## src/design/mbp_pkg.sv

```systemverilog
// Shared constants for the MSB-first bit packer.
package mbp_pkg;

  localparam int VALUE_W       = 32;  // code value field
  localparam int LEN_W         = 6;   // code length field
  localparam int BYTE_W        = 8;
  localparam int PEND_CNT_W    = 3;   // held bit count, 0..7
  localparam int MAX_CODE_BITS = 32;
  localparam int QUEUE_DEPTH   = 2;

  typedef enum logic {
    MODE_WRITE = 1'b0,
    MODE_FLUSH = 1'b1
  } mode_t;

endpackage

```

## src/design/mbp_in_if.sv

```systemverilog
// Input channel: code write or flush request.
interface mbp_in_if;
  logic                        valid;
  logic                        ready;
  logic                        mode;
  logic [mbp_pkg::VALUE_W-1:0] code_value;
  logic [mbp_pkg::LEN_W-1:0]   code_length;

  modport source (output valid, output mode, output code_value, output code_length,
                  input ready);
  modport sink   (input valid, input mode, input code_value, input code_length,
                  output ready);
endinterface

```

## src/design/mbp_out_if.sv

```systemverilog
// Output channel: one packed byte per word.
interface mbp_out_if;
  logic                       valid;
  logic                       ready;
  logic [mbp_pkg::BYTE_W-1:0] out_byte;
  logic                       last_byte;

  modport source (output valid, output out_byte, output last_byte, input ready);
  modport sink   (input valid, input out_byte, input last_byte, output ready);
endinterface

```

## src/design/msb_first_bit_packer.sv

```systemverilog
// Top level of the MSB-first bit packer.
// Channels: code_in takes words with mode, code_value and code_length; a write
// appends the low code_length bits (saturated to MAX_CODE_BITS) of code_value,
// a flush pads the held bits with zeros to a byte. byte_out delivers the packed
// stream one byte per word, earliest bit in the MSB, with last_byte set on the
// final byte caused by each input word.
// Throughput: the front end takes one word per cycle while the two-entry byte
// queue has room; the back end sends one byte per cycle while byte_out.ready is
// high, and a word completes 0 to 4 bytes at 32-bit codes. Words that complete
// no byte put nothing in the queue. Sustained rate is set by the output: one
// byte per cycle while the receiver is ready. A word's bytes are registered in
// the queue on acceptance and are sent once their group reaches its head.
// Reset (rst, synchronous) drops the held bits and empties the queue.
// When the receiver stalls, the current byte holds steady; the queue fills
// and code_in.ready drops until a byte group drains.
module msb_first_bit_packer #(
  parameter int MAX_CODE_BITS = mbp_pkg::MAX_CODE_BITS,
  localparam int ACC_W  = MAX_CODE_BITS + 7,
  localparam int NB_MAX = ACC_W / 8,
  localparam int NB_W   = $clog2(NB_MAX + 1),
  localparam int DATA_W = NB_MAX * 8
) (
  input  logic      clk,
  input  logic      rst,
  mbp_in_if.sink    code_in,
  mbp_out_if.source byte_out
);

  logic                   push, full, pop, q_valid;
  logic [DATA_W-1:0]      push_data;
  logic [NB_W-1:0]        push_nbytes;
  logic [DATA_W+NB_W-1:0] head;

  mbp_front #(.MAX_CODE_BITS(MAX_CODE_BITS)) u_front (
    .clk         (clk),
    .rst         (rst),
    .code_in     (code_in),
    .full        (full),
    .push        (push),
    .push_data   (push_data),
    .push_nbytes (push_nbytes)
  );

  mbp_queue #(.WIDTH(DATA_W + NB_W), .DEPTH(mbp_pkg::QUEUE_DEPTH)) u_queue (
    .clk       (clk),
    .rst       (rst),
    .push      (push),
    .push_data ({push_data, push_nbytes}),
    .full      (full),
    .pop       (pop),
    .valid     (q_valid),
    .head      (head)
  );

  mbp_back #(.MAX_CODE_BITS(MAX_CODE_BITS)) u_back (
    .clk      (clk),
    .rst      (rst),
    .q_valid  (q_valid),
    .q_data   (head[DATA_W+NB_W-1:NB_W]),
    .q_nbytes (head[NB_W-1:0]),
    .pop      (pop),
    .byte_out (byte_out)
  );

endmodule

```

## src/design/mbp_front.sv

```systemverilog
// Front end: merges codes with the held bits and queues the completed bytes.
module mbp_front #(
  parameter int MAX_CODE_BITS = mbp_pkg::MAX_CODE_BITS,
  localparam int ACC_W  = MAX_CODE_BITS + 7,
  localparam int NB_MAX = ACC_W / 8,
  localparam int NB_W   = $clog2(NB_MAX + 1),
  localparam int DATA_W = NB_MAX * 8,
  localparam int TOT_W  = $clog2(ACC_W + 1)
) (
  input  logic              clk,
  input  logic              rst,
  mbp_in_if.sink            code_in,
  input  logic              full,
  output logic              push,
  output logic [DATA_W-1:0] push_data,
  output logic [NB_W-1:0]   push_nbytes
);

  logic [mbp_pkg::BYTE_W-1:0]     pending_bits, pending_bits_next;
  logic [mbp_pkg::PEND_CNT_W-1:0] pending_count, pending_count_next;

  logic [mbp_pkg::LEN_W-1:0]   len_sat;
  logic [mbp_pkg::VALUE_W-1:0] value_m;
  logic [6:0]                  held;
  logic [ACC_W-1:0]            acc;
  logic [TOT_W-1:0]            total;
  logic [2:0]                  rem;
  logic                        fire;

  assign code_in.ready = !full;
  assign fire = code_in.valid && code_in.ready;

  always_comb begin
    len_sat = code_in.code_length;
    if (code_in.code_length > mbp_pkg::LEN_W'(MAX_CODE_BITS)) begin
      len_sat = mbp_pkg::LEN_W'(MAX_CODE_BITS);
    end
    // shifting past the top leaves the mask all ones
    value_m = code_in.code_value & ~({mbp_pkg::VALUE_W{1'b1}} << len_sat);
    held    = 7'(pending_bits >> (4'd8 - {1'b0, pending_count}));
    acc     = (ACC_W'(held) << len_sat) | ACC_W'(value_m);
    total   = TOT_W'(pending_count) + TOT_W'(len_sat);
    rem     = total[2:0];
  end

  always_comb begin
    push               = 1'b0;
    push_data          = DATA_W'(acc >> rem);
    push_nbytes        = NB_W'(total >> 3);
    pending_bits_next  = pending_bits;
    pending_count_next = pending_count;
    if (fire) begin
      if (code_in.mode == mbp_pkg::MODE_FLUSH) begin
        push               = (pending_count != '0);
        push_data          = DATA_W'(pending_bits);
        push_nbytes        = NB_W'(1);
        pending_bits_next  = '0;
        pending_count_next = '0;
      end else begin
        push               = (push_nbytes != '0);
        // keep the leftover low bits, moved to the top of the byte
        pending_bits_next  = 8'(acc[7:0] << (4'd8 - {1'b0, rem}));
        pending_count_next = rem;
      end
    end
  end

  always_ff @(posedge clk) begin
    if (rst) begin
      pending_bits  <= '0;
      pending_count <= '0;
    end else begin
      pending_bits  <= pending_bits_next;
      pending_count <= pending_count_next;
    end
  end

  a_flush_clears: assert property (@(posedge clk) disable iff (rst)
    fire && code_in.mode == mbp_pkg::MODE_FLUSH |=> pending_count == '0 && pending_bits == '0)
    else $error("flush left bits pending");
  a_no_push_full: assert property (@(posedge clk) disable iff (rst)
    push |-> !full)
    else $error("push into full queue");
  a_pending_low_clear: assert property (@(posedge clk) disable iff (rst)
    (pending_bits << pending_count) == '0)
    else $error("unused pending bits not zero");

endmodule

```

## src/design/mbp_queue.sv

```systemverilog
// Short queue of byte groups between the front and back ends.
module mbp_queue #(
  parameter int WIDTH = 8,
  parameter int DEPTH = mbp_pkg::QUEUE_DEPTH,
  localparam int PTR_W = (DEPTH > 1) ? $clog2(DEPTH) : 1,
  localparam int CNT_W = $clog2(DEPTH + 1)
) (
  input  logic             clk,
  input  logic             rst,
  input  logic             push,
  input  logic [WIDTH-1:0] push_data,
  output logic             full,
  input  logic             pop,
  output logic             valid,
  output logic [WIDTH-1:0] head
);

  logic [WIDTH-1:0] mem [DEPTH];
  logic [PTR_W-1:0] wr_ptr, rd_ptr;
  logic [CNT_W-1:0] count;
  logic             do_push, do_pop;

  assign full    = (count == CNT_W'(DEPTH));
  assign valid   = (count != '0);
  assign head    = mem[rd_ptr];
  assign do_push = push && !full;
  assign do_pop  = pop && valid;

  always_ff @(posedge clk) begin
    if (do_push) begin
      mem[wr_ptr] <= push_data;
    end
  end

  always_ff @(posedge clk) begin
    if (rst) begin
      wr_ptr <= '0;
      rd_ptr <= '0;
      count  <= '0;
    end else begin
      if (do_push) begin
        wr_ptr <= (wr_ptr == PTR_W'(DEPTH - 1)) ? '0 : wr_ptr + 1'b1;
      end
      if (do_pop) begin
        rd_ptr <= (rd_ptr == PTR_W'(DEPTH - 1)) ? '0 : rd_ptr + 1'b1;
      end
      count <= count + CNT_W'(do_push) - CNT_W'(do_pop);
    end
  end

  a_count_range: assert property (@(posedge clk) disable iff (rst)
    count <= CNT_W'(DEPTH))
    else $error("queue count out of range");
  a_count_track: assert property (@(posedge clk) disable iff (rst)
    do_push && !do_pop |=> count == $past(count) + 1'b1)
    else $error("queue count lost a push");

endmodule

```

## src/design/mbp_back.sv

```systemverilog
// Back end: sends the queued bytes one per word, highest byte first.
module mbp_back #(
  parameter int MAX_CODE_BITS = mbp_pkg::MAX_CODE_BITS,
  localparam int ACC_W  = MAX_CODE_BITS + 7,
  localparam int NB_MAX = ACC_W / 8,
  localparam int NB_W   = $clog2(NB_MAX + 1),
  localparam int DATA_W = NB_MAX * 8
) (
  input  logic              clk,
  input  logic              rst,
  input  logic              q_valid,
  input  logic [DATA_W-1:0] q_data,
  input  logic [NB_W-1:0]   q_nbytes,
  output logic              pop,
  mbp_out_if.source         byte_out
);

  logic [NB_W-1:0] sent, sent_next;
  logic [NB_W-1:0] sel;
  logic            last;
  logic            fire;

  always_comb begin
    sel                = q_nbytes - sent - 1'b1;
    last               = (sent == q_nbytes - 1'b1);
    byte_out.valid     = q_valid;
    byte_out.out_byte  = 8'(q_data >> {sel, 3'b000});
    byte_out.last_byte = last;
    fire               = byte_out.valid && byte_out.ready;
    pop                = fire && last;
    sent_next          = sent;
    if (fire) begin
      sent_next = last ? '0 : sent + 1'b1;
    end
  end

  always_ff @(posedge clk) begin
    if (rst) begin
      sent <= '0;
    end else begin
      sent <= sent_next;
    end
  end

  a_nonempty_group: assert property (@(posedge clk) disable iff (rst)
    q_valid |-> q_nbytes != '0)
    else $error("empty byte group queued");
  a_sent_range: assert property (@(posedge clk) disable iff (rst)
    q_valid |-> sent < q_nbytes)
    else $error("byte index past group");
  a_restart: assert property (@(posedge clk) disable iff (rst)
    pop |=> sent == '0)
    else $error("byte index not cleared after last byte");

endmodule
```

## src/flat_wrapper.sv

```systemverilog
// flat-port wrapper written by rule: the top's interface ports become plain ports
module msb_first_bit_packer_flat 
#(
  parameter int MAX_CODE_BITS = mbp_pkg::MAX_CODE_BITS,
  localparam int ACC_W  = MAX_CODE_BITS + 7,
  localparam int NB_MAX = ACC_W / 8,
  localparam int NB_W   = $clog2(NB_MAX + 1),
  localparam int DATA_W = NB_MAX * 8
)
  (clk, rst, code_in_valid, code_in_mode, code_in_code_value, code_in_code_length, code_in_ready, byte_out_valid, byte_out_out_byte, byte_out_last_byte, byte_out_ready);
  mbp_in_if code_in_i ();
  mbp_out_if byte_out_i ();
  input  logic clk;
  input  logic rst;
  input wire logic [$bits(code_in_i.valid)-1:0] code_in_valid;
  input wire logic [$bits(code_in_i.mode)-1:0] code_in_mode;
  input wire logic [$bits(code_in_i.code_value)-1:0] code_in_code_value;
  input wire logic [$bits(code_in_i.code_length)-1:0] code_in_code_length;
  output wire logic [$bits(code_in_i.ready)-1:0] code_in_ready;
  output wire logic [$bits(byte_out_i.valid)-1:0] byte_out_valid;
  output wire logic [$bits(byte_out_i.out_byte)-1:0] byte_out_out_byte;
  output wire logic [$bits(byte_out_i.last_byte)-1:0] byte_out_last_byte;
  input wire logic [$bits(byte_out_i.ready)-1:0] byte_out_ready;
  assign code_in_i.valid = code_in_valid;
  assign code_in_i.mode = code_in_mode;
  assign code_in_i.code_value = code_in_code_value;
  assign code_in_i.code_length = code_in_code_length;
  assign code_in_ready = code_in_i.ready;
  assign byte_out_valid = byte_out_i.valid;
  assign byte_out_out_byte = byte_out_i.out_byte;
  assign byte_out_last_byte = byte_out_i.last_byte;
  assign byte_out_i.ready = byte_out_ready;
  msb_first_bit_packer #(.MAX_CODE_BITS(MAX_CODE_BITS)) u_core (.clk(clk), .rst(rst), .code_in(code_in_i), .byte_out(byte_out_i));
endmodule
```

## config.mk

```make
export PLATFORM = sky130hd
export DESIGN_NAME = msb_first_bit_packer_flat
export DESIGN_NICKNAME = d
export VERILOG_FILES = /design/src/design/mbp_pkg.sv /design/src/design/mbp_in_if.sv /design/src/design/mbp_out_if.sv /design/src/design/msb_first_bit_packer.sv /design/src/design/mbp_front.sv /design/src/design/mbp_queue.sv /design/src/design/mbp_back.sv /design/src/flat_wrapper.sv
export SDC_FILE = /design/constraint.sdc
export NUM_CORES = 1
export LEC_CHECK = 0
export BUFFER_PORTS_ARGS = -buffer_cell sky130_fd_sc_hd__buf_4
export CORE_MARGIN = 1.5
export CORE_UTILIZATION = 60
export DETAILED_ROUTE_END_ITERATION = 16
export GPL_ROUTABILITY_DRIVEN = 0
export MAX_ROUTING_LAYER = met4
export PLACE_DENSITY = 0.85
export SLEW_MARGIN = 0
export SYNTH_ARGS = -nofsm -noshare
export SYNTH_HDL_FRONTEND = slang
export SYNTH_SLANG_ARGS = --single-unit
```

## constraint.sdc

```tcl
create_clock -name clk -period 6.3 [get_ports clk]
set_input_delay 1.26 -clock clk [delete_from_list [all_inputs] [get_ports clk]]
set_output_delay 1.26 -clock clk [all_outputs]
set_load 0.01 [all_outputs]
```

## Word level (Yosys, flattened, before mapping)

Memory sizes are Yosys's and may differ from the RTL's. A register that Yosys moved wholly into a read port is not among the register bits.
Index checks and enable logic that the tools add are counted.

| operators by class | value |
|---|---|
| $add $sub $neg | 11 |
| $lt $le $gt $ge | 1 |
| equality and inequality tests | 2 |
| shifts and indexed selects | 6 |
| muxes and demuxes | 16 |
| bitwise gates (word level) | 3 |
| reductions and logical operators | 9 |

Operator list:

| kind | number |
|---|---|
| $mux W32 | 2 |
| $or A39 B32 Y39 | 1 |
| $shl A7 B6 Y39 | 1 |
| $shr A39 B3 Y32 | 1 |
| $and A32 B32 Y32 | 1 |
| $not A32 Y32 | 1 |
| $shl A32 B6 Y32 const A | 1 |
| $shr A32 B6 Y8 | 1 |
| $mux W3 | 4 |
| $mux W1 | 8 |
| $mux W8 | 1 |
| $shl A8 B4 Y8 | 1 |
| $shr A8 B4 Y7 | 1 |
| $sub A4 B3 Y4 const A | 2 |
| $add A3 B6 Y6 | 1 |
| $gt A6 B6 Y1 const B | 1 |
| $mux W6 | 1 |
| $reduce_bool A3 Y1 | 2 |
| $sub A3 B1 Y3 const B | 2 |
| $logic_and A1 B1 Y1 | 5 |
| $add A3 B1 Y3 const B | 1 |
| $eq A3 B3 Y1 | 1 |
| $sub A3 B3 Y3 | 1 |
| $add A1 B1 Y1 const B | 2 |
| 5 further kinds | 5 |

| word-level totals | value |
|---|---|
| register bits after elaboration | 18 |
| bits in writable memories | 70 |
| input port bits | 43 |
| output and inout port bits | 11 |
| word-level logic and storage cells | 55 |
| memories | 1 |

Memory list:

| memory | words | width | rd ports | clocked after memory_dff | write ports | RTL line | text |
|---|---|---|---|---|---|---|---|
| u_core.u_queue.mem | 2 | 35 | 1 | 1 | 1 | mbp_queue.sv:18 | `logic [WIDTH-1:0] mem [DEPTH];` |

## Longest topological paths before layout

Gate-level depths: netlist (run 1).

| logic depth | value |
|---|---|
| depth in word-level cells | 9 |
| depth in mapped cells | 21 |

## Hierarchy

From an unflattened synthesis (run 1), not the netlist that was laid out.

| second synthesis, totals | value |
|---|---|
| cells, all modules | 789 |
| area total of the unflattened synthesis | 7447.1 um^2 |

Modules (own cells, without submodules):

| module | times used | cells an instance | area an instance (um^2) |
|---|---|---|---|
| mbp_front | 1 | 607 | 4159.0 |
| mbp_queue | 1 | 136 | 2760.1 |
| mbp_back | 1 | 46 | 528.0 |

## Worst setup path after synthesis (run 1)

Ideal clock, no wire load.

| timing path | value |
|---|---|
| path kind | input to register |
| start point | in code_in_code_length[0] |
| end point | mem u_core.u_queue.mem[0][0] (netlist name), enable pin |
| setup time | 427 ps |
| arrival | 4735 ps |
| required time | 5873 ps |
| path slack | 1138 ps |
| cell stages on the path | 16 |
| cells stage by stage | buf_2 nand2b_1 buf_2 inv_2 buf_4 ha_1 inv_1 fa_1 inv_1 a21oi_1 nand2_1 mux2_2 nor3_1 a211oi_1 inv_1 nor2_1 |

| on the way | value |
|---|---|
| word-level cells in the longest chain between the ends | 9 |

RTL lines:

| element | RTL line | text |
|---|---|---|
| from (decl) | flat_wrapper.sv:18 | `input wire logic [$bits(code_in_i.code_length)-1:0] code_in_code_length;` |
| $gt A6 B6 Y1 | mbp_front.sv:35 | `if (code_in.code_length > mbp_pkg::LEN_W'(MAX_CODE_BITS)) begin` |
| $mux W6 * | mbp_front.sv:35 |  |
| $add A3 B6 Y6 * | mbp_front.sv:42 | `total = TOT_W'(pending_count) + TOT_W'(len_sat);` |
| $reduce_bool A3 Y1 * | mbp_front.sv:60 | `push = (push_nbytes != '0);` |
| $mux W1 * | mbp_front.sv:53 | `if (code_in.mode == mbp_pkg::MODE_FLUSH) begin` |
| $mux W1 * | mbp_front.sv:52 | `if (fire) begin` |
| $logic_and A1 B1 Y1 * | mbp_queue.sv:26 | `assign do_push = push && !full;` |
| $mux W1 * | mbp_queue.sv:30 | `if (do_push) begin` |
| $mux W1 (not written as such) * | mbp_queue.sv:31 | `mem[wr_ptr] <= push_data;` |
| to (decl) | mbp_queue.sv:18 |  |

Mark *: on every way between the ends. The rest lies on a longest branch, timed or not.

## Worst setup path in the final report (run 1)

| timing path | value |
|---|---|
| start point | reg u_core.u_front.pending_count[0] (netlist name) |
| end point | mem u_core.u_queue.mem[0][12] (netlist name), data pin |

| on the way | value |
|---|---|
| word-level cells in the longest chain between the ends | 7 |
| elaborated cells on any way between the ends | 8 |
| classes of those cells | add/sub (2); shift (3); mux (2); bitwise (1) |

RTL lines:

| element | RTL line | text |
|---|---|---|
| from (decl) | mbp_front.sv:20 | `logic [mbp_pkg::PEND_CNT_W-1:0] pending_count, pending_count_next;` |
| from (signal assigned) | mbp_front.sv:74 | `pending_count <= pending_count_next;` |
| $sub A4 B3 Y4 | mbp_front.sv:40 | `held = 7'(pending_bits >> (4'd8 - {1'b0, pending_count}));` |
| $shr A8 B4 Y7 | mbp_front.sv:40 |  |
| $shl A7 B6 Y39 | mbp_front.sv:41 | `acc = (ACC_W'(held) << len_sat) \| ACC_W'(value_m);` |
| $or A39 B32 Y39 | mbp_front.sv:41 |  |
| $shr A39 B3 Y32 * | mbp_front.sv:48 | `push_data = DATA_W'(acc >> rem);` |
| $mux W32 | mbp_front.sv:53 |  |
| $mux W32 * | mbp_front.sv:52 |  |
| via u_core.push_data[9] | msb_first_bit_packer.sv:30 | `logic [DATA_W-1:0] push_data;` |

Mark *: on every way through the listed nets, which the timed path passes. The rest lies on a longest branch.

==> results of run 1 <==
==> power by group through the flow <==
stage / clock network (uW) / logic, uW / registers, uW
final: 595 / 587 / 719
after global routing: 625 / 626 / 721
after CTS: 606 / 572 / 718
after detailed placement: 0 / 566 / 729
after global placement: 0 / 547 / 725
after floorplan: 0 / 405 / 720
==> synth_stat cells, types with 7 or more instances <==
cell type and instances:
nor2_1 85, nand2_1 78, edfxtp_1 70, a21oi_1 46, o21ai_0 45, clkbuf_1 36
mux2i_1 28, a211oi_1 23, mux4_2 22, inv_1 20, dfxtp_1 19, buf_2 15
nand3_1 15, nor3_1 15, o211ai_1 13, o22ai_1 13, ha_1 11, nand2b_1 11
xnor2_1 11, a211o_1 10, a32oi_1 9, nor2b_1 9, or2_2 9, a22oi_1 8
and2_1 8, o31ai_1 8, a221oi_1 7, and3_1 7, mux2_2 7
==> flip-flops by register name, indices dropped and copies added (netlist names), named ones only <==
| signal | flops |
|---|---|
| u_core.u_queue.count | 2 |
| u_core.u_back.sent | 3 |
| u_core.u_front.pending_count | 3 |
| u_core.u_front.pending_bits | 8 |
| u_core.u_queue.wr_ptr | 1 |
| u_core.u_queue.rd_ptr | 1 |
| u_core.u_queue.mem | 70 |
==> cells by family (layout without fill, tap and decap cells) <==
kind of cell / count (synthesis) / after routing / synth area share [%]
buf+inv: 80 / 102 / 4.68
simple gates: 258 / 258 / 16.9
mux: 58 / 58 / 12.3
xor+xnor: 17 / 17 / 2.11
flops: 89 / 89 / 35.2
compound gates: 259 / 259 / 26.3
fa+ha+maj: 13 / 13 / 2.52
==> path summary, 6_finish.rpt <==
check / slack, ns / cells past startpoint / endpoint / start
worst min register to register: 0.56 / 2 / flop / u_core.u_queue.rd_ptr
worst max register to register: 1.33 / 11 / u_core.u_queue.mem[0][12] / u_core.u_front.pending_count[0]
worst max-delay path: 1.33 / 11 / u_core.u_queue.mem[0][12] / u_core.u_front.pending_count[0]
worst min-delay path: 0.56 / 2 / flop / u_core.u_queue.rd_ptr
==> final cells by class <==
class	count	area, sq um	share of cell area [%]
flip-flops and latches	89	2480	31.8
repair buffers	62	465	5.97
inverters	24	90.1	1.16
clock buffers	11	233	2.98
well taps	143	179	2.29
clock inverters	5	104	1.33
multi-input cells	605	4240	54.4
==> layer usage <==
layer / vias to the layer above / share of wire [%] / routed length (microns) / global-route usage [%]
met2: 602 / 46 / 9690 / 54.1
met1: 3142 / 38 / 8030 / 45.8
li1: 3011 / - / - / -
met4: 0 / 5.4 / 1140 / 15.4
met5: - / 0 / 0 / -
met3: 116 / 11 / 2370 / 4.95
==> stage by stage <==
step | total power, uW | std cells | utilization [%]
2_1_floorplan | 1120 | 774 | -
3_3_place_gp | 1270 | 923 | 65.3
3_5_place_dp | 1300 | 923 | 65.3
4_1_cts | 1900 | 939 | 68.3
5_1_grt | 1970 | 939 | 68.3
6_report | 1900 | 939 | 68.3
==> worst min-delay path, stage by stage, from the launching register on <==
cell and delay (ns):
dfxtp_1 0.33, xnor2_1 0.10, nor2_1 0.09
==> metrics.yaml, run 1 <==
layout:
  mostFrequentLayoutCells: "nor2_1, nand2_1, edfxtp_1"
  fin_nets: 847
  antenna_cells: 0
  final_common_cell: "nor2_1"
  area_growth_pct: 10.5
  nFillCells: 898
  finalInstanceArea_sq_um: 7800
  drive_gt1_share_pct: 17.2
sta:
  finClkSkew_ns: 0.00826
  fmax_mhz: 201
  fin_crit_ns: 4.97
  finalHoldViolations: 0
  worst_pin_slew_ns: 1.04
  slew_viol_final: 0
  rsz0062_at_grt: "false"
  hold_slack_ns: 0.560
  setup_violations: 0
  slew-limit-headroom_pct: 30.1
  final.setup.tns_ns: 0
  fin_ws_ns: 1.33
  fin_crit_sh_pct: 78.9
power:
  p_int_uw: 1320
  power_density_nw_per_um2: 244
  peakVddDrop_mv: 0.213
  p_leak_uw: 0.00283
  swShare_pct: 30.8
  combPwrFrac_pct: 30.9
  pwr-share-clk_pct: 31.3
  pwr-share-seq_pct: 37.8
  switchingPower_uw: 585
worst_setup_path:
  setup.worst_path.start_class: "flop"
  cp_num_buf_inv: 1
  required_ns: 6.37
  crit_type: "reg -> reg"
  crit_top_cell: "a211oi_1"
  cpLargestDelayFamily: "compound AO/OA/AOI/OAI gates"
  slowest_delay_ns: 0.80
  arrival_ns: 5.05
  crit_chain: "inv_1, ha_1, mux2i_1, a211o_1, a211o_1, a22o_1, mux2i_2, a22oi_1, a211oi_1, a211oi_1, a211oi_1"
  path_max_fanout: 21
  slowest_stage: "dfxtp_1"
  end_kind: "flop"
run:
  cap_viol_max_count: 0
drt:
  wire_per_inst_microns: 22.6
  firstDrtPassIters: 7
  vias: 6871
  drtIter0Drc: 1227
  routed_wl_mm: 21.2
  vias_per_cell: 7.32
  ant_nets: 0
  drc_errors: 0
yosys:
  synthCells: 774
  synth_top_area_cell: "edfxtp_1"
  synth_edf_count: 70
  synth_async_sr_flop_share_pct: 0
  synth-warning-count: 0
  ys_top_cells_by_area: "edfxtp_1, mux4_2, dfxtp_1, nor2_1, nand2_1"
  ys.flop_type: "edfxtp_1"
  ys_seq_area_share_pct: 35.2
  syn_avg_cell_area_sq_um: 9.11
  synthesis.area_sq_um: 7050
  synth-seq-cells: 89
  yosysUniqueCellTypes: 79
  synth_fp_nets: 830
  yosys.area.top_type_share_pct: 29.8
floorplan:
  die_area_sq_um: 12400
  die_h_microns: 111
  start_util_pct: 61.8
  io_pins: 54
  die_x_microns: 111
  core_sq_um: 11400
  rows: 39
global_routing:
  gr-usage-all-layers_pct: 34.8
  overflow: 0
  grt_max_degree: 51
  grt_pass1_wl_mm: 33.3
  grt_antenna_before_repair: 0
  grt_pass1_vias: 6314
clock_network:
  clockRootBuffer: "clkbuf_16"
  postCtsHoldBufs: 0
  cts-buffers-inserted: 9
  clk_pin_slew_ns: 0.06
  cts_tree: "built"
  post_cts_resized: 0
  clockBufferDepth: 2
  cts_sinks: 89
  cts_max_level: 3
  clkLatencyLatePin_ns: 0.34
  post-cts-setup-buffers: 0
placed_design:
  dp_hpwl_mm: 15.5
  placed_area_sq_um: 7460
  place_ws_ns: 1.29
  portBuffers: 53
min_path:
  worstHoldPathType: "reg -> reg"
status:
  run_status: "finished, final reports clean"
(Power assumes the default switching activity.)
==> run 2: changes to the inputs <==
- ABC_AREA: not set -> 1
- clock period: 6.3 -> 4.6 ns (I/O delays scaled with it)
==> run 2 against run 1 <==
Clock power increased by 11%; final area is 2.5% lower; via count grew 5.0%; sequential share of layout area is 0.82 points higher; critical path depth is 1 lower; critical endpoint is now byte_out_out_byte[6]; largest cell class unchanged.
==> metrics.yaml, run 2 <==
global_routing:
  overflow: 0  # unchanged
  grt_antenna_before_repair: 0  # unchanged
  grt_max_degree: 43  # was 51
  gr-usage-all-layers_pct: 33.7  # was 34.8%
  grt_pass1_vias: 6174  # was 6,314
  grt_pass1_wl_mm: 30.5  # was 33.3 mm
drt:
  drc_errors: 0  # unchanged
  firstDrtPassIters: 7  # unchanged
  vias_per_cell: 6.22  # was 7.32
  vias: 7217  # was 6,871
  routed_wl_mm: 19.2  # was 21.2 mm
  wire_per_inst_microns: 16.6  # was 22.6 microns
  ant_nets: 0  # unchanged
  drtIter0Drc: 916  # was 1,227
layout:
  fin_util_pct: 68.9  # was 68.3%
  final_cells: 1161  # was 939
  reg_top3: "u_core.u_queue.mem: 70 flops, u_core.u_front.pending_bits: 8 flops"  # unchanged
  fin_nets: 1073  # was 847
  mostFrequentLayoutCells: "nand2_1, nand3_1, nor2_1"  # was nor2_1, nand2_1, edfxtp_1
  final_common_cell: "nand2_1"  # was nor2_1
  top_register: "u_core.u_queue.mem"  # unchanged
  drive_gt1_share_pct: 11.4  # was 17.2%
  antenna_cells: 0  # unchanged
  largest_register_ffs: 70  # unchanged
  nFillCells: 938  # was 898
  area_growth_pct: 10.2  # was 10.5%
sta:
  fin_crit_ns: 4.12
  rsz0062_at_grt: "false"  # unchanged
  fin_crit_sh_pct: 89.7
  setup_violations: 0  # unchanged
  fmax_mhz: 242
  slew-limit-headroom_pct: 43.1  # was 30.1%
  finalHoldViolations: 0  # unchanged
  worst_pin_slew_ns: 0.842  # was 1.04 ns
  slew_viol_final: 0  # unchanged
  finClkSkew_ns: 0.0116  # was 0.00826 ns
yosys:
  synth_commonest_cells: "nand2_1, nand3_1, nor2_1"  # was nor2_1, nand2_1, edfxtp_1
  yosysMostFrequentCell: "nand2_1"  # was nor2_1
  synth_fp_nets: 1051  # was 830
  ys_seq_area_share_pct: 36.0  # was 35.2%
  synth-warning-count: 0  # unchanged
  ys_top_cells_by_area: "edfxtp_1, nand3_1, nand2_1, dfxtp_1, nor2_1"  # was edfxtp_1, mux4_2, dfxtp_1, nor2_1, nand2_1
  ys.flop_type: "edfxtp_1"  # unchanged
  yosys.area.top_type_share_pct: 30.5  # was 29.8%
  synthesis.area_sq_um: 6900  # was 7050 sq um
  synthCells: 995  # was 774
  synth_edf_count: 70  # unchanged
  syn_avg_cell_area_sq_um: 6.93  # was 9.11 sq um
  synth_top_area_cell: "edfxtp_1"  # unchanged
  yosysUniqueCellTypes: 47  # was 79
  synth_async_sr_flop_share_pct: 0  # unchanged
  synth-seq-cells: 89  # unchanged
placed_design:
  placed_cells: 1146  # was 923
  portBuffers: 53  # unchanged
  dp_hpwl_mm: 14.4  # was 15.5 mm
floorplan:
  die_x_microns: 110  # was 111 microns
  core_sq_um: 11000  # was 11,400 sq um
  io_pins: 54  # unchanged
  rows: 38  # was 39
  die_h_microns: 110  # was 111 microns
  start_util_pct: 62.5  # was 61.8%
  die_area_sq_um: 12100  # was 12,400 sq um
power:
  swShare_pct: 35.1  # was 30.8%
  pwr-share-seq_pct: 39.2  # was 37.8%
  p_leak_uw: 0.00333  # was 0.00283 uW
  p_int_uw: 1600  # was 1320 uW
  p_total_uw: 2470  # was 1900 uW
  pwr-share-clk_pct: 26.7  # was 31.3%
  switchingPower_uw: 866  # was 585 uW
  peakVddDrop_mv: 0.246  # was 0.213 mV
  power_density_nw_per_um2: 325  # was 244 nW/um^2
  combPwrFrac_pct: 34.1  # was 30.9%
worst_setup_path:
  arrival_ns: 3.20  # was 5.05 ns
  slowest_delay_ns: 0.63  # was 0.80 ns
  setup.worst_path.start_class: "flop"  # unchanged
  end_kind: "output port"  # was flop
  path_max_fanout: 35  # was 21
  rrSetupSlack_ns: 0.99  # was 1.33 ns
  slowest_stage: "inv_1"  # was dfxtp_1
  crit_type: "reg -> out"  # was reg -> reg
  required_ns: 3.68  # was 6.37 ns
  crit_chain: "buf_4, o21ai_0, inv_1, ha_1, inv_1, a21oi_1, a22oi_1, nor2_1, a211oi_1, buf_4"  # was inv_1, ha_1, mux2i_1, a211o_1, a211o_1, a22o_1, mux2i_2, a22oi_1, a211oi_1, a211oi_1, a211oi_1
clock_network:
  cts_sinks: 89  # unchanged
  cts-buffers-inserted: 9  # unchanged
  cts_max_level: 3  # unchanged
  post_cts_resized: 0  # unchanged
  post-cts-setup-buffers: 0  # unchanged
  clkLatencyLatePin_ns: 0.34  # about the same
  clockRootBuffer: "clkbuf_16"  # unchanged
  cts_tree: "built"  # unchanged
  clk_pin_slew_ns: 0.07  # was 0.06 ns
  clockBufferDepth: 2  # unchanged
  postCtsHoldBufs: 0  # unchanged
min_path:
  worstHoldPathType: "reg -> reg"  # unchanged
run:
  cap_viol_max_count: 0  # unchanged
status:
  run_status: "finished, final reports clean"  # unchanged
run 2: final timing paths:
path	startpoint	to	cells past startpoint
worst max-delay path	flop	byte_out_out_byte[6]	10
worst min-delay path	u_core.u_front.pending_bits[0]	u_core.u_front.pending_bits[0]	2
worst max register to register	u_core.u_front.pending_count[0]	u_core.u_queue.mem[0][7]	16
worst min register to register	u_core.u_front.pending_bits[0]	u_core.u_front.pending_bits[0]	2
run 2: cell type report:
class / count / area, sq um / share of cell area [%]
Sequential cell: 89 / 2480 / 32.7
Multi-Input combinational cell: 776 / 3880 / 51.1
Inverter: 75 / 284 / 3.74
Tap cell: 140 / 175 / 2.30
Timing Repair Buffer: 66 / 508 / 6.68
Clock buffer: 9 / 225 / 2.96
Clock inverter: 6 / 43.8 / 0.576
run 2: layer usage:
metal	GRT usage (%)	vias to the layer above	wire length, microns
li1	-	3468	-
met5	-	-	0
met4	10.8	0	564
met2	52.3	444	8770
met1	45.9	3240	7890
met3	4.82	65	2020
run 2: logic make-up (layout without fill, tap and decap cells):
kind of cell               Yosys count  count (layout)  synth area share [%]
AOI/OAI and AO/OA                  147             147                  13.1
xor gates and xnor gates             8               8                  1.02
adders and majority gates           13              13                  2.58
buffers and inverters              130             156                  7.78
DFF                                 89              89                  36.0
muxes                                2               2                 0.290
and+or+nand+nor                    606             606                  39.3
run 2: critical path: cells and delay by family, from the launching register on:
family | cells | cell delay, ns
AND/OR/NAND/NOR | 1 | 0.08
flip-flops | 1 | 0.32
adder cells (fa/ha/maj) | 1 | 0.46
buffers and inverters | 4 | 1.11
AO/OA/AOI/OAI | 4 | 0.91
run 2: through the flow:
step                      TNS, ns  cell area, sq um  setup WS (ns)  hold WS, ns
after floorplan            -10.39              6900         -0.148        0.436
after global placement          0              7330          0.372        0.462
after detailed placement        0              7330          0.206        0.483
after CTS                       0              7600          0.425        0.489
after global routing            0              7600          0.148        0.522
final                           0              7600          0.475        0.487
run 2: power by group through the flow:
stage	combinational, uW	sequential [uW]	clock [uW]
after floorplan	585	980	0
after global placement	807	983	0
after detailed placement	821	986	0
after CTS	825	969	664
after global routing	932	972	705
final	843	969	658
==> run 3: changes to the inputs <==
- PLACE_DENSITY: 0.85 -> not set
- PLACE_DENSITY_LB_ADDON: not set -> 0.3
==> run 3 against run 2 <==
Final area increased by 0.48%; combinational power rose by 0.6%; clock-buffer cell count rose by 1; via count up 0.24%; sequential cell count is the same; die area unchanged; highest routed layer unchanged; setup slack got worse by 0.30 ns; global-route usage down 0.32 points; core utilization is 0.33 points higher; maximum frequency is 6.8% lower; non-clock buffer count grew 1; hold slack gained 0.0045 ns.
==> metrics.yaml, run 3 (synthesis results as in run 2) <==
status:
  run_status: "finished, final reports clean"  # unchanged
layout:
  mostFrequentLayoutCells: "nand2_1, nand3_1, nor2_1"  # unchanged
  largest_register_ffs: 70  # unchanged
  final_common_cell: "nand2_1"  # unchanged
  drive_gt1_share_pct: 11.7  # was 11.4%
  seq_area_sq_um: 2480  # unchanged
  nFillCells: 945  # was 938
  area_growth_pct: 10.7  # was 10.2%
  fin_nets: 1075  # was 1,073
  antenna_cells: 0  # unchanged
  reg_top3: "u_core.u_queue.mem: 70 flops, u_core.u_front.pending_bits: 8 flops"  # unchanged
  multi_input_area_sq_um: 3880  # unchanged
  top_register: "u_core.u_queue.mem"  # unchanged
worst_setup_path:
  setup.worst_path.start_class: "flop"  # unchanged
  slowest_delay_ns: 0.64  # was 0.63 ns
  crit_type: "reg -> out"  # unchanged
  crit_top_cell: "inv_1"
  arrival_ns: 3.51  # was 3.20 ns
  end_kind: "output port"  # unchanged
  crit_chain: "inv_1, or2_2, o21ai_0, inv_1, ha_1, clkinvlp_4, a32o_1, a211oi_1, buf_4"  # was buf_4, o21ai_0, inv_1, ha_1, inv_1, a21oi_1, a22oi_1, nor2_1, a211oi_1, buf_4
  path_max_fanout: 12  # was 35
  slowest_stage: "ha_1"  # was inv_1
  required_ns: 3.68  # about the same
power:
  p_leak_uw: 0.00335  # was 0.00333 uW
  p_total_uw: 2510  # was 2470 uW
  power_density_nw_per_um2: 328  # was 325 nW/um^2
  peakVddDrop_mv: 0.322  # was 0.246 mV
clock_network:
  clockBufferDepth: 2  # unchanged
  clkLatencyLatePin_ns: 0.34  # about the same
  cts_tree: "built"  # unchanged
  clockRootBuffer: "clkbuf_16"  # unchanged
  clk_pin_slew_ns: 0.06  # was 0.07 ns
  cts_max_level: 3  # unchanged
  cts-buffers-inserted: 9  # unchanged
  post-cts-setup-buffers: 0  # unchanged
  cts_sinks: 89  # unchanged
drt:
  ant_nets: 0  # unchanged
  vias_per_cell: 6.21  # was 6.22
  vias: 7234  # was 7,217
  drtIter0Drc: 784  # was 916
  wire_per_inst_microns: 16.6  # about the same
  drc_errors: 0  # unchanged
  routed_wl_mm: 19.3  # was 19.2 mm
  firstDrtPassIters: 6  # was 7
global_routing:
  gr-usage-all-layers_pct: 33.4  # was 33.7%
  grt_max_degree: 43  # unchanged
  grt_pass1_vias: 6257  # was 6,174
  grt_antenna_before_repair: 0  # unchanged
  overflow: 0  # unchanged
  grt_pass1_wl_mm: 30.0  # was 30.5 mm
floorplan:
  start_util_pct: 62.5  # unchanged
  die_h_microns: 110  # unchanged
  die_x_microns: 110  # unchanged
  io_pins: 54  # unchanged
  die_area_sq_um: 12100  # unchanged
  core_sq_um: 11000  # unchanged
  rows: 38  # unchanged
sta:
  slew_viol_final: 0  # unchanged
  fin_crit_sh_pct: 96.2  # was 89.7%
  slew-limit-headroom_pct: 53.2  # was 43.1%
  fin_crit_ns: 4.43  # was 4.12 ns
  fmax_mhz: 226  # was 242 MHz
  setup_violations: 0  # unchanged
  worst_pin_slew_ns: 0.693  # was 0.842 ns
  final.setup.tns_ns: 0  # unchanged
  finClkSkew_ns: 0.0111  # was 0.0116 ns
  fin_ws_ns: 0.175  # was 0.475 ns
  rsz0062_at_grt: "false"  # unchanged
  finalHoldViolations: 0  # unchanged
placed_design:
  dp_hpwl_mm: 14.7  # was 14.4 mm
  place_ws_ns: 0.191  # was 0.206 ns
  portBuffers: 53  # unchanged
run:
  cap_viol_max_count: 0  # unchanged
min_path:
  worstHoldPathType: "reg -> reg"  # unchanged
## run 3: cell count changes in the layout (fill, tap and decap cells not counted)
cell / previous run / this run
inv_1: 67 / 66
clkinv_4: 2 / 1
inv_4: 1 / 4
clkinvlp_4: 1 / 2
clkinv_2: 1 / 0
buf_4: 65 / 66
inv_8: 0 / 1
clkbuf_8: 0 / 1
clkinvlp_2: 1 / 0
## run 3: path summary, 6_finish.rpt
| kind | startpoint | to | slack, ns | depth (start not counted) |
|---|---|---|---|---|
| worst min-delay path | u_core.u_queue.count[1] | u_core.u_queue.count[1] | 0.49 | 1 |
| worst min register to register | u_core.u_queue.count[1] | u_core.u_queue.count[1] | 0.49 | 1 |
| worst max-delay path | flop | byte_out_out_byte[1] | 0.17 | 9 |
| worst max register to register | u_core.u_front.pending_count[0] | u_core.u_queue.mem[0][6] | 1.00 | 16 |
## run 3: stage by stage
stage / cells / utilization, % / cell area [sq um] / hold slack (ns)
finish: 1164 / 69.2 / 7640 / 0.491
global route: 1164 / 69.2 / 7640 / 0.514
CTS: 1163 / 69.1 / 7630 / 0.496
detailed placement: 1147 / 66.5 / 7340 / 0.485
global placement: 1147 / 66.5 / 7340 / 0.458
floorplan: 995 / - / 6900 / 0.436
## run 3: layout make-up
type                    count  area share, %
inverters                  75           3.77
well taps                 140           2.29
flip-flops and latches     89           32.5
multi-input cells         776           50.8
repair inverters            1         0.0983
clock buffers              10           3.13
repair buffers             67           6.75
clock inverters             6          0.622
## run 3: repair_timing
item,in CTS,in global routing
endpoints found under the setup margin,0,3
resized for setup,0,2
hold buffers,0,0
## run 3: routing by layer
| metal | vias to the layer above | GRT usage [%] | part of all wire [%] |
|---|---|---|---|
| li1 | 3471 | - | - |
| met4 | 0 | 12.9 | 3.6 |
| met2 | 438 | 52.4 | 46 |
| met3 | 74 | 4.82 | 10 |
| met1 | 3251 | 44.0 | 40 |
| met5 | - | - | 0 |
## run 3: worst max-delay path, delay by kind of cell, from the launching register on
kind	cells	cell delay, ns
DFF	1	0.58
buffers and inverters	4	0.82
and+or+nand+nor	1	0.29
adders and majority gates	1	0.64
AOI/OAI and AO/OA	3	0.84
## run 3: power breakdown
group | internal, uW | switching [uW] | total [uW]
sequential | 948 | 21.6 | 970
combinational | 294 | 554 | 848
clock | 388 | 304 | 691
total | 1630 | 879 | 2510
